File: src/rtl/core/assert_macros.svh
// Assertion macros shared by the rasterizer RTL.
// Included by any module that carries concurrent assertions.
`ifndef ASSERT_MACROS_SVH
`define ASSERT_MACROS_SVH

// Property must hold at every rising clock edge outside reset.
`define ASSERT_HOLDS(lbl, clk, rst, prop, msg) \
   lbl: assert property (@(posedge clk) disable iff (rst) prop) else $error(msg);

// Expression must never be true outside reset.
`define ASSERT_NEVER(lbl, clk, rst, expr, msg) \
   lbl: assert property (@(posedge clk) disable iff (rst) !(expr)) else $error(msg);

`endif

File: src/rtl/core/aalr_pkg.sv
// Shared types and constants for the anti-aliased line rasterizer.
// No dependencies; imported by the controller, datapath and top level.
`timescale 1ns / 1ps

package aalr_pkg;

   localparam int COORD_W  = 6;
   localparam int ALPHA_W  = 8;
   localparam int COLOR_W  = 24;
   localparam int REQ_W    = 48;
   localparam int RSP_W    = 72;

   // Controller states.
   typedef enum logic [2:0] {
      ST_IDLE,
      ST_AXIS,
      ST_DIV,
      ST_ENDS,
      ST_STEP
   } state_type;

   // Commands from the controller to the datapath.
   typedef struct packed {
      logic load;
      logic div_step;
      logic emit_axis;
      logic emit_ends;
      logic emit_step;
   } cmd_type;

   // Status from the datapath to the controller.
   typedef struct packed {
      logic is_axis;
      logic div_last;
      logic out_free;
      logic ends_last;
      logic step_last;
      logic axis_last;
   } status_type;

endpackage

File: src/rtl/core/aalr_datapath.sv
// Datapath of the line rasterizer: setup, bit-serial slope divider,
// Wu stepping accumulator and the result output register. Uses aalr_pkg.
`timescale 1ns / 1ps

module aalr_datapath
   import aalr_pkg::*;
#(
   parameter int TILE_WIDTH  = 64,
   parameter int TILE_HEIGHT = 64,
   parameter int FRAC_BITS   = 16
) (
   input  logic             clock,
   input  logic             reset,
   input  cmd_type          cmd,
   output status_type       sts,
   input  logic [REQ_W-1:0] req_tdata,
   output logic             rsp_tvalid,
   input  logic             rsp_tready,
   output logic [RSP_W-1:0] rsp_tdata,
   output logic             rsp_tlast
);

   localparam int ACC_W = FRAC_BITS + COORD_W + 1;
   localparam int Q_W   = FRAC_BITS + 1;
   localparam int CNT_W = $clog2(FRAC_BITS + 1);
   localparam logic [COORD_W:0] TW = (COORD_W + 1)'(TILE_WIDTH);
   localparam logic [COORD_W:0] TH = (COORD_W + 1)'(TILE_HEIGHT);

   function automatic logic in_tile(logic [COORD_W:0] px, logic [COORD_W:0] py);
      return (px < TW) && (py < TH);
   endfunction

   // Input field unpacking.
   logic [COORD_W-1:0] x0, y0, x1, y1;
   logic [COLOR_W-1:0] color;
   assign x0    = req_tdata[5:0];
   assign y0    = req_tdata[11:6];
   assign x1    = req_tdata[17:12];
   assign y1    = req_tdata[23:18];
   assign color = req_tdata[47:24];

   // Segment state.
   logic               axis_ff, steep_ff, down_ff, horiz_ff;
   logic [COORD_W:0]   pos_ff, stop_ff;
   logic [COORD_W-1:0] fix_ff, dmaj_ff;
   logic [COORD_W-1:0] ax_ff, ay_ff, bx_ff, by_ff;
   logic [ACC_W-1:0]   acc_ff;
   logic [COORD_W:0]   rem_ff;
   logic [Q_W-1:0]     quo_ff;
   logic [CNT_W-1:0]   cnt_ff;
   logic [COLOR_W-1:0] color_ff;
   logic               rsp_valid_ff, rsp_last_ff;
   logic [RSP_W-1:0]   rsp_data_ff;

   // Setup logic: octant choice, endpoint ordering and deltas.
   logic               horiz, vert, steep;
   logic [COORD_W-1:0] dx, dy, m0r, m1r, n0r, n1r, m0, m1, n0, n1, dmaj, dmin;
   logic [COORD_W-1:0] am0, am1, alo, ahi;
   always_comb begin
      horiz = (y0 == y1);
      vert  = (x0 == x1);
      dx    = (x0 > x1) ? x0 - x1 : x1 - x0;
      dy    = (y0 > y1) ? y0 - y1 : y1 - y0;
      steep = (dy > dx);
      m0r   = steep ? y0 : x0;
      m1r   = steep ? y1 : x1;
      n0r   = steep ? x0 : y0;
      n1r   = steep ? x1 : y1;
      if (m0r > m1r) begin
         m0 = m1r; m1 = m0r; n0 = n1r; n1 = n0r;
      end else begin
         m0 = m0r; m1 = m1r; n0 = n0r; n1 = n1r;
      end
      dmaj = m1 - m0;
      dmin = (n1 < n0) ? n0 - n1 : n1 - n0;
      am0  = horiz ? x0 : y0;
      am1  = horiz ? x1 : y1;
      alo  = (am0 > am1) ? am1 : am0;
      ahi  = (am0 > am1) ? am0 : am1;
   end

   // Divider step: one quotient bit per cycle, remainder stays below 2 * dmaj.
   logic               div_ge;
   logic [COORD_W:0]   div_diff;
   always_comb begin
      div_ge   = (rem_ff >= {1'b0, dmaj_ff});
      div_diff = rem_ff - (div_ge ? {1'b0, dmaj_ff} : '0);
   end

   // Interior step: advance the minor accumulator and form the pixel pair.
   logic [ACC_W-1:0]   acc_nx, slope_ext;
   logic [COORD_W:0]   fl, fl1;
   logic [ALPHA_W-1:0] cb;
   always_comb begin
      slope_ext = ACC_W'(quo_ff);
      acc_nx    = down_ff ? acc_ff - slope_ext : acc_ff + slope_ext;
      fl        = acc_nx[ACC_W-1:FRAC_BITS];
      fl1       = fl + 1'b1;
      cb        = acc_nx[FRAC_BITS-1:FRAC_BITS-ALPHA_W];
   end

   // Result word of the current emit command.
   logic [RSP_W-1:0] emit_data;
   logic             emit_last;
   logic [COORD_W:0] px_a, py_a, px_b, py_b;
   always_comb begin
      px_a = '0; py_a = '0; px_b = '0; py_b = '0;
      emit_data = '0;
      emit_last = 1'b0;
      priority if (cmd.emit_axis) begin
         px_a = horiz_ff ? pos_ff : {1'b0, fix_ff};
         py_a = horiz_ff ? {1'b0, fix_ff} : pos_ff;
         emit_data = {6'b0, color_ff, 1'b0, 8'h00, 6'b0, 6'b0,
                      in_tile(px_a, py_a), 8'hFF, py_a[5:0], px_a[5:0]};
         emit_last = (pos_ff == stop_ff);
      end else if (cmd.emit_ends) begin
         px_a = {1'b0, ax_ff}; py_a = {1'b0, ay_ff};
         px_b = {1'b0, bx_ff}; py_b = {1'b0, by_ff};
         emit_data = {6'b0, color_ff, in_tile(px_b, py_b), 8'hFF, by_ff, bx_ff,
                      in_tile(px_a, py_a), 8'hFF, ay_ff, ax_ff};
         emit_last = sts.ends_last;
      end else if (cmd.emit_step) begin
         px_a = steep_ff ? fl : pos_ff;
         py_a = steep_ff ? pos_ff : fl;
         px_b = steep_ff ? fl1 : pos_ff;
         py_b = steep_ff ? pos_ff : fl1;
         emit_data = {6'b0, color_ff, in_tile(px_b, py_b), cb, py_b[5:0], px_b[5:0],
                      in_tile(px_a, py_a), 8'hFF - cb, py_a[5:0], px_a[5:0]};
         emit_last = sts.step_last;
      end
   end

   // Segment registers.
   always_ff @(posedge clock) begin
      if (cmd.load) begin
         axis_ff  <= horiz | vert;
         horiz_ff <= horiz;
         steep_ff <= (horiz | vert) ? ~horiz : steep;
         pos_ff   <= (horiz | vert) ? {1'b0, alo} : {1'b0, m0};
         stop_ff  <= (horiz | vert) ? {1'b0, ahi} : {1'b0, m1};
         fix_ff   <= horiz ? y0 : x0;
         dmaj_ff  <= dmaj;
         down_ff  <= (n1 < n0);
         acc_ff   <= ACC_W'({n0, {FRAC_BITS{1'b0}}});
         rem_ff   <= {1'b0, dmin};
         quo_ff   <= '0;
         cnt_ff   <= CNT_W'(FRAC_BITS);
         ax_ff    <= steep ? n0 : m0;
         ay_ff    <= steep ? m0 : n0;
         bx_ff    <= steep ? n1 : m1;
         by_ff    <= steep ? m1 : n1;
         color_ff <= color;
      end
      if (cmd.div_step) begin
         rem_ff <= {div_diff[COORD_W-1:0], 1'b0};
         quo_ff <= {quo_ff[Q_W-2:0], div_ge};
         cnt_ff <= cnt_ff - 1'b1;
      end
      if (cmd.emit_axis || cmd.emit_ends) begin
         pos_ff <= pos_ff + 1'b1;
      end
      if (cmd.emit_step) begin
         pos_ff <= pos_ff + 1'b1;
         acc_ff <= acc_nx;
      end
   end

   // Output register: a finished result waits here for its transfer.
   always_ff @(posedge clock) begin
      if (reset) begin
         rsp_valid_ff <= 1'b0;
      end else if (cmd.emit_axis || cmd.emit_ends || cmd.emit_step) begin
         rsp_valid_ff <= 1'b1;
      end else if (rsp_tready) begin
         rsp_valid_ff <= 1'b0;
      end
   end

   always_ff @(posedge clock) begin
      if (cmd.emit_axis || cmd.emit_ends || cmd.emit_step) begin
         rsp_data_ff <= emit_data;
         rsp_last_ff <= emit_last;
      end
   end

   // Status toward the controller.
   always_comb begin
      sts.is_axis   = axis_ff;
      sts.div_last  = (cnt_ff == '0);
      sts.out_free  = ~rsp_valid_ff | rsp_tready;
      sts.ends_last = (dmaj_ff <= COORD_W'(1));
      sts.step_last = ((pos_ff + 1'b1) == stop_ff);
      sts.axis_last = (pos_ff == stop_ff);
   end

   assign rsp_tvalid = rsp_valid_ff;
   assign rsp_tdata  = rsp_data_ff;
   assign rsp_tlast  = rsp_last_ff;

endmodule

File: src/rtl/core/aalr_ctrl.sv
// Controller state machine of the line rasterizer.
// Uses aalr_pkg and assert_macros.svh; drives commands into aalr_datapath.
`timescale 1ns / 1ps
`include "assert_macros.svh"

module aalr_ctrl
   import aalr_pkg::*;
(
   input  logic       clock,
   input  logic       reset,
   input  logic       req_tvalid,
   output logic       req_tready,
   input  status_type sts,
   output cmd_type    cmd
);

   state_type state_ff, state_in;

   // State register.
   always_ff @(posedge clock) begin
      if (reset) begin
         state_ff <= ST_IDLE;
      end else begin
         state_ff <= state_in;
      end
   end

   // Next state.
   always_comb begin
      state_in = state_ff;
      unique case (state_ff)
         ST_IDLE: begin
            if (req_tvalid) begin
               state_in = ST_DIV;
            end
         end
         ST_DIV: begin
            if (sts.is_axis) begin
               state_in = ST_AXIS;
            end else if (sts.div_last) begin
               state_in = ST_ENDS;
            end
         end
         ST_AXIS: begin
            if (sts.out_free && sts.axis_last) begin
               state_in = ST_IDLE;
            end
         end
         ST_ENDS: begin
            if (sts.out_free) begin
               state_in = sts.ends_last ? ST_IDLE : ST_STEP;
            end
         end
         ST_STEP: begin
            if (sts.out_free && sts.step_last) begin
               state_in = ST_IDLE;
            end
         end
         default: state_in = ST_IDLE;
      endcase
   end

   // Command outputs.
   always_comb begin
      cmd        = '0;
      req_tready = 1'b0;
      unique case (state_ff)
         ST_IDLE: begin
            req_tready = 1'b1;
            cmd.load   = req_tvalid;
         end
         ST_DIV:  cmd.div_step  = ~sts.is_axis;
         ST_AXIS: cmd.emit_axis = sts.out_free;
         ST_ENDS: cmd.emit_ends = sts.out_free;
         ST_STEP: cmd.emit_step = sts.out_free;
         default: cmd = '0;
      endcase
   end

   // A result is only ever written into a free output register.
   `ASSERT_HOLDS(a_emit_free, clock, reset, (cmd.emit_axis || cmd.emit_ends || cmd.emit_step) |-> sts.out_free, "emit into occupied output register")
   // At most one datapath command per cycle.
   `ASSERT_HOLDS(a_cmd_onehot, clock, reset, $onehot0({cmd.load, cmd.div_step, cmd.emit_axis, cmd.emit_ends, cmd.emit_step}), "conflicting datapath commands")
   // A sloped segment leaves the divider only once every quotient bit is in.
   `ASSERT_HOLDS(a_div_done, clock, reset, (state_ff == ST_DIV && state_in == ST_ENDS) |-> sts.div_last, "divider left early")
   // Interior steps never run past the far endpoint.
   `ASSERT_NEVER(a_step_range, clock, reset, cmd.emit_step && sts.axis_last, "interior step reached the end")

endmodule

File: src/rtl/core/antialiased_line_rasterizer.sv
// Top level of the anti-aliased (Wu) line rasterizer for one tile.
// Instantiates aalr_ctrl and aalr_datapath; uses aalr_pkg.
//
//   Channel   Direction  Transfer carries
//   req_*     in         one segment: endpoints and color (48-bit tdata)
//   rsp_*     out        one result: up to two pixel writes, color; tlast ends a line
//
// A segment is taken only while no segment is in progress.
// Axis-aligned segments skip the division steps, then give one pixel in each result.
// Sloped segments first run the bit-serial slope divider, then give one result per cycle
// while rsp_tready does not stall (endpoints, then interior steps).
// Results wait in an output register; a stalled rsp_tready holds the stepping.
// Reset is synchronous and clears only the controller and the output valid.
`timescale 1ns / 1ps

module antialiased_line_rasterizer
   import aalr_pkg::*;
#(
   parameter int TILE_WIDTH  = 64,
   parameter int TILE_HEIGHT = 64,
   parameter int FRAC_BITS   = 16
) (
   input  logic             clock,
   input  logic             reset,
   input  logic             req_tvalid,
   output logic             req_tready,
   // start_x[5:0], start_y[11:6], end_x[17:12], end_y[23:18], line_color[47:24]
   input  logic [REQ_W-1:0] req_tdata,
   output logic             rsp_tvalid,
   input  logic             rsp_tready,
   // pix_a_x[5:0], pix_a_y[11:6], pix_a_alpha[19:12], pix_a_valid[20],
   // pix_b_x[26:21], pix_b_y[32:27], pix_b_alpha[40:33], pix_b_valid[41],
   // pixel_color[65:42], zero fill[71:66]
   output logic [RSP_W-1:0] rsp_tdata,
   output logic             rsp_tlast
);

   cmd_type    cmd;
   status_type sts;

   aalr_ctrl u_ctrl (
      .clock      (clock),
      .reset      (reset),
      .req_tvalid (req_tvalid),
      .req_tready (req_tready),
      .sts        (sts),
      .cmd        (cmd)
   );

   aalr_datapath #(
      .TILE_WIDTH  (TILE_WIDTH),
      .TILE_HEIGHT (TILE_HEIGHT),
      .FRAC_BITS   (FRAC_BITS)
   ) u_datapath (
      .clock      (clock),
      .reset      (reset),
      .cmd        (cmd),
      .sts        (sts),
      .req_tdata  (req_tdata),
      .rsp_tvalid (rsp_tvalid),
      .rsp_tready (rsp_tready),
      .rsp_tdata  (rsp_tdata),
      .rsp_tlast  (rsp_tlast)
   );

endmodule
File: config.mk
export PLATFORM = sky130hd
export DESIGN_NAME = antialiased_line_rasterizer
export DESIGN_NICKNAME = d
export VERILOG_FILES = /design/src/rtl/core/aalr_pkg.sv /design/src/rtl/core/aalr_datapath.sv /design/src/rtl/core/aalr_ctrl.sv /design/src/rtl/core/antialiased_line_rasterizer.sv
export VERILOG_INCLUDE_DIRS = /design/src /design/src/rtl/core
export SDC_FILE = /design/constraint.sdc
export NUM_CORES = 1
export LEC_CHECK = 0
export BUFFER_PORTS_ARGS = -buffer_cell sky130_fd_sc_hd__clkbuf_2
export CAP_MARGIN = 40
export CORE_MARGIN = 3
export CORE_UTILIZATION = 49
export CTS_CLUSTER_SIZE = 40
export DETAILED_ROUTE_END_ITERATION = 10
export PLACE_DENSITY = 0.68
export SYNTH_ARGS = -nofsm -noshare
export SYNTH_HDL_FRONTEND = slang
export SYNTH_SLANG_ARGS = --single-unit
export TNS_END_PERCENT = 20
File: constraint.sdc
create_clock -name clock -period 14.7 [get_ports clock]
set_input_delay 1.47 -clock clock [delete_from_list [all_inputs] [get_ports clock]]
set_output_delay 1.47 -clock clock [all_outputs]
set_load 0.01 [all_outputs]
==> metrics.yaml <==
grt.overflow.total: 0
vias: 10181
cts_tree: "done"
ys_ff_latch: 200
grt_pass1_vias: 9651
cts_root_buf: "clkbuf_16"
diodes: 0
place_ws_ns: 3.79
postSynthCellCount: 1332
period_minus_slack_ns: 10.71
fin_nets: 1570
clkLatencyLatePin_ns: 0.44
dr.first_iter.drc_count: 946
die_h_um: 170
antenna_found_initial: 1
ys_async_sr_fraction_pct: 0
fin_ws_ns: 3.99
grt.total_usage_pct: 22.6
cts_resized: 0
place.gp.congestion: 0.980
syn_area_um2: 13200
slowest_stage: "o21ai_0"
yosysSeqAreaShare_pct: 45.1
cts.sink_count: 200
p_sw_mw: 1.74
arrival_ns: 10.90
wire_per_inst_um: 18.5
fmax_mhz: 93.4
fp.dieArea_um2: 29000
reg2reg_depth: 19
intPower_mw: 1.99
synth.most_common_cell: "edfxtp_1"
p_leak_nw: 6.26
critical-path-top-cell-by-count: "ha_1"
drc_errors: 0
core_um2: 26300
p_comb_share_pct: 59.7
pin_count: 127
postRouteAntennaNets: 0
areaGrowthSynthToFinish_pct: 11.8
path_class: "input port to register"
powerDensity_nw_per_um2: 252
cts_setup_buffers: 0
fin_area_um2: 14800
start_util_pct: 50.3
rsz0062_at_grt: "no"
die_x_um: 170
first_pass_iters: 5
hold_path_class: "register to register"
drive_gt1_share_pct: 14.5
yosysTopAreaCellShare_pct: 44.3
syn_area_per_cell_um2: 9.92
synth.largest_area_cell: "edfxtp_1"
end_kind: "register"
swShare_pct: 46.7
cp_data_required_time_ns: 14.89
fp-row-count: 59
grt_max_degree: 64
fin_worst_skew_ns: 0.0122
synth_edf_count: 195
synth_top_flop_cell: "edfxtp_1"
slew_headroom_pct: 42.4
outcome: "finished, final reports clean"
drv_cap: 0
period_share_pct: 72.9
worst_slew_pin_slew_ns: 0.857
ys_types: 82
setup_tns_ns: 0
slew_violations: 0
critical_path.startpoint_type: "input port"
clk_pin_slew_ns: 0.08
ctsHtreeMaxLevel: 4
cp_max_fo: 53
p_clk_share_pct: 13.3
viasPerCell: 5.74
slowest_delay_ns: 0.71
ys_top_cells_by_area: "edfxtp_1 (44%), ha_1 (8.0%), o21ai_0 (4.6%)"
p_seq_share_pct: 27.0
ir_worst_vdd_v: 0.000123
ctsHoldBuffers: 0
place_area_um2: 14100
min_delay_path_depth: 2
port_buffers: 120
grt_pass1_wl_mm: 51.7
hold_viol: 0
clockBufferDepth: 2
drt_wl_total_mm: 32.8
netlist_top_cells_count: "edfxtp_1 (195), nand2_1 (128), o21ai_0 (121)"
setup_viol: 0
dp_hpwl_mm: 25.1
yosysWarnings: 0
cts_buffers: 17
## worst max-delay path: cells and delay by family
| kind | cells | cell delay (ns) |
|---|---|---|
| and+or+nand+nor | 9 | 2.53 |
| AOI/OAI and AO/OA | 9 | 2.20 |
| adders and majority gates | 6 | 2.09 |
| buffers and inverters | 4 | 1.41 |
| muxes | 4 | 1.02 |
| xor gates and xnor gates | 1 | 0.15 |
## worst paths after layout
| kind | slack, ns | start | end |
|---|---|---|---|
| worst max-delay path | 3.99 | req_tdata[9] | u_datapath.rem_ff[5] |
| worst min-delay path | 0.50 | u_datapath.rem_ff[0] | u_datapath.rem_ff[0] |
| worst max register to register | 9.72 | u_datapath.quo_ff[0] | u_datapath.rsp_tdata[41] |
| worst min register to register | 0.50 | u_datapath.rem_ff[0] | u_datapath.rem_ff[0] |
## stage by stage
stage | cells | utilization (%) | hold WS (ns) | total power [mW]
5_1_grt | 1775 | 56.2 | 0.536 | 4.01
3_5_place_dp | 1743 | 53.8 | 0.494 | 3.20
2_1_floorplan | 1337 | - | 0.444 | 2.64
6_report | 1775 | 56.2 | 0.496 | 3.73
4_1_cts | 1775 | 56.2 | 0.507 | 3.71
3_3_place_gp | 1738 | 53.4 | 0.478 | 3.13
## power by group through the flow
stage / clock network (mW) / logic (mW) / registers, mW
CTS: 0.505 / 2.20 / 1.00
global placement: 0 / 2.12 / 1.01
floorplan: 0 / 1.66 / 0.978
detailed placement: 0 / 2.18 / 1.02
finish: 0.496 / 2.23 / 1.00
global route: 0.527 / 2.46 / 1.02
## registers in the layout, summed over array words and instances, names as in the netlist, 7 cells and up
signal and count:
u_datapath.color_ff 24, u_datapath.rsp_tdata 66, u_datapath.pos_ff 7, u_datapath.acc_ff 23
u_datapath.quo_ff 17, u_datapath.rem_ff 7
## cell families after synthesis
kind of cell	Yosys count	synth area share [%]
flops	200	45.1
xor+xnor	78	5.17
other cells	1	0.0284
buf+inv	152	4.84
simple gates	418	15.2
mux	65	5.07
compound gates	322	15.2
fa+ha+maj	96	9.41
## metal layers
layer | part of all wire [%] | up-vias | track usage [%] | routed length (um)
li1 | - | 4964 | - | -
met1 | 45 | 4743 | 32.4 | 14800
met2 | 45 | 408 | 35.3 | 14800
met3 | 7.2 | 64 | 3.30 | 2350
met4 | 2.6 | 2 | 7.44 | 843
met5 | 0.040 | - | 0 | 13
## cell usage in the layout (no fill, tap or decap), drive strengths merged, types with 14 or more instances in the layout
master,n
nor3,33
o21ai,122
nand3,24
and2,51
xnor2,54
buf,17
nand2b,19
or3,14
a21oi,77
clkbuf,137
xor2,24
a22oi,15
mux2i,52
nand2,128
inv,95
a211oi,14
nor2,97
a21o,22
ha,84
edfxtp,195
## layout make-up
type / instances / area [um^2]
Fill cell: 2279 / 11500
Multi-Input combinational cell: 985 / 6640
Sequential cell: 200 / 5960
Timing Repair Buffer: 137 / 788
Clock buffer: 17 / 425
Tap cell: 335 / 419
Inverter: 86 / 324
Clock inverter: 15 / 218
No activity file was read; power rests on OpenSTA's default activity.
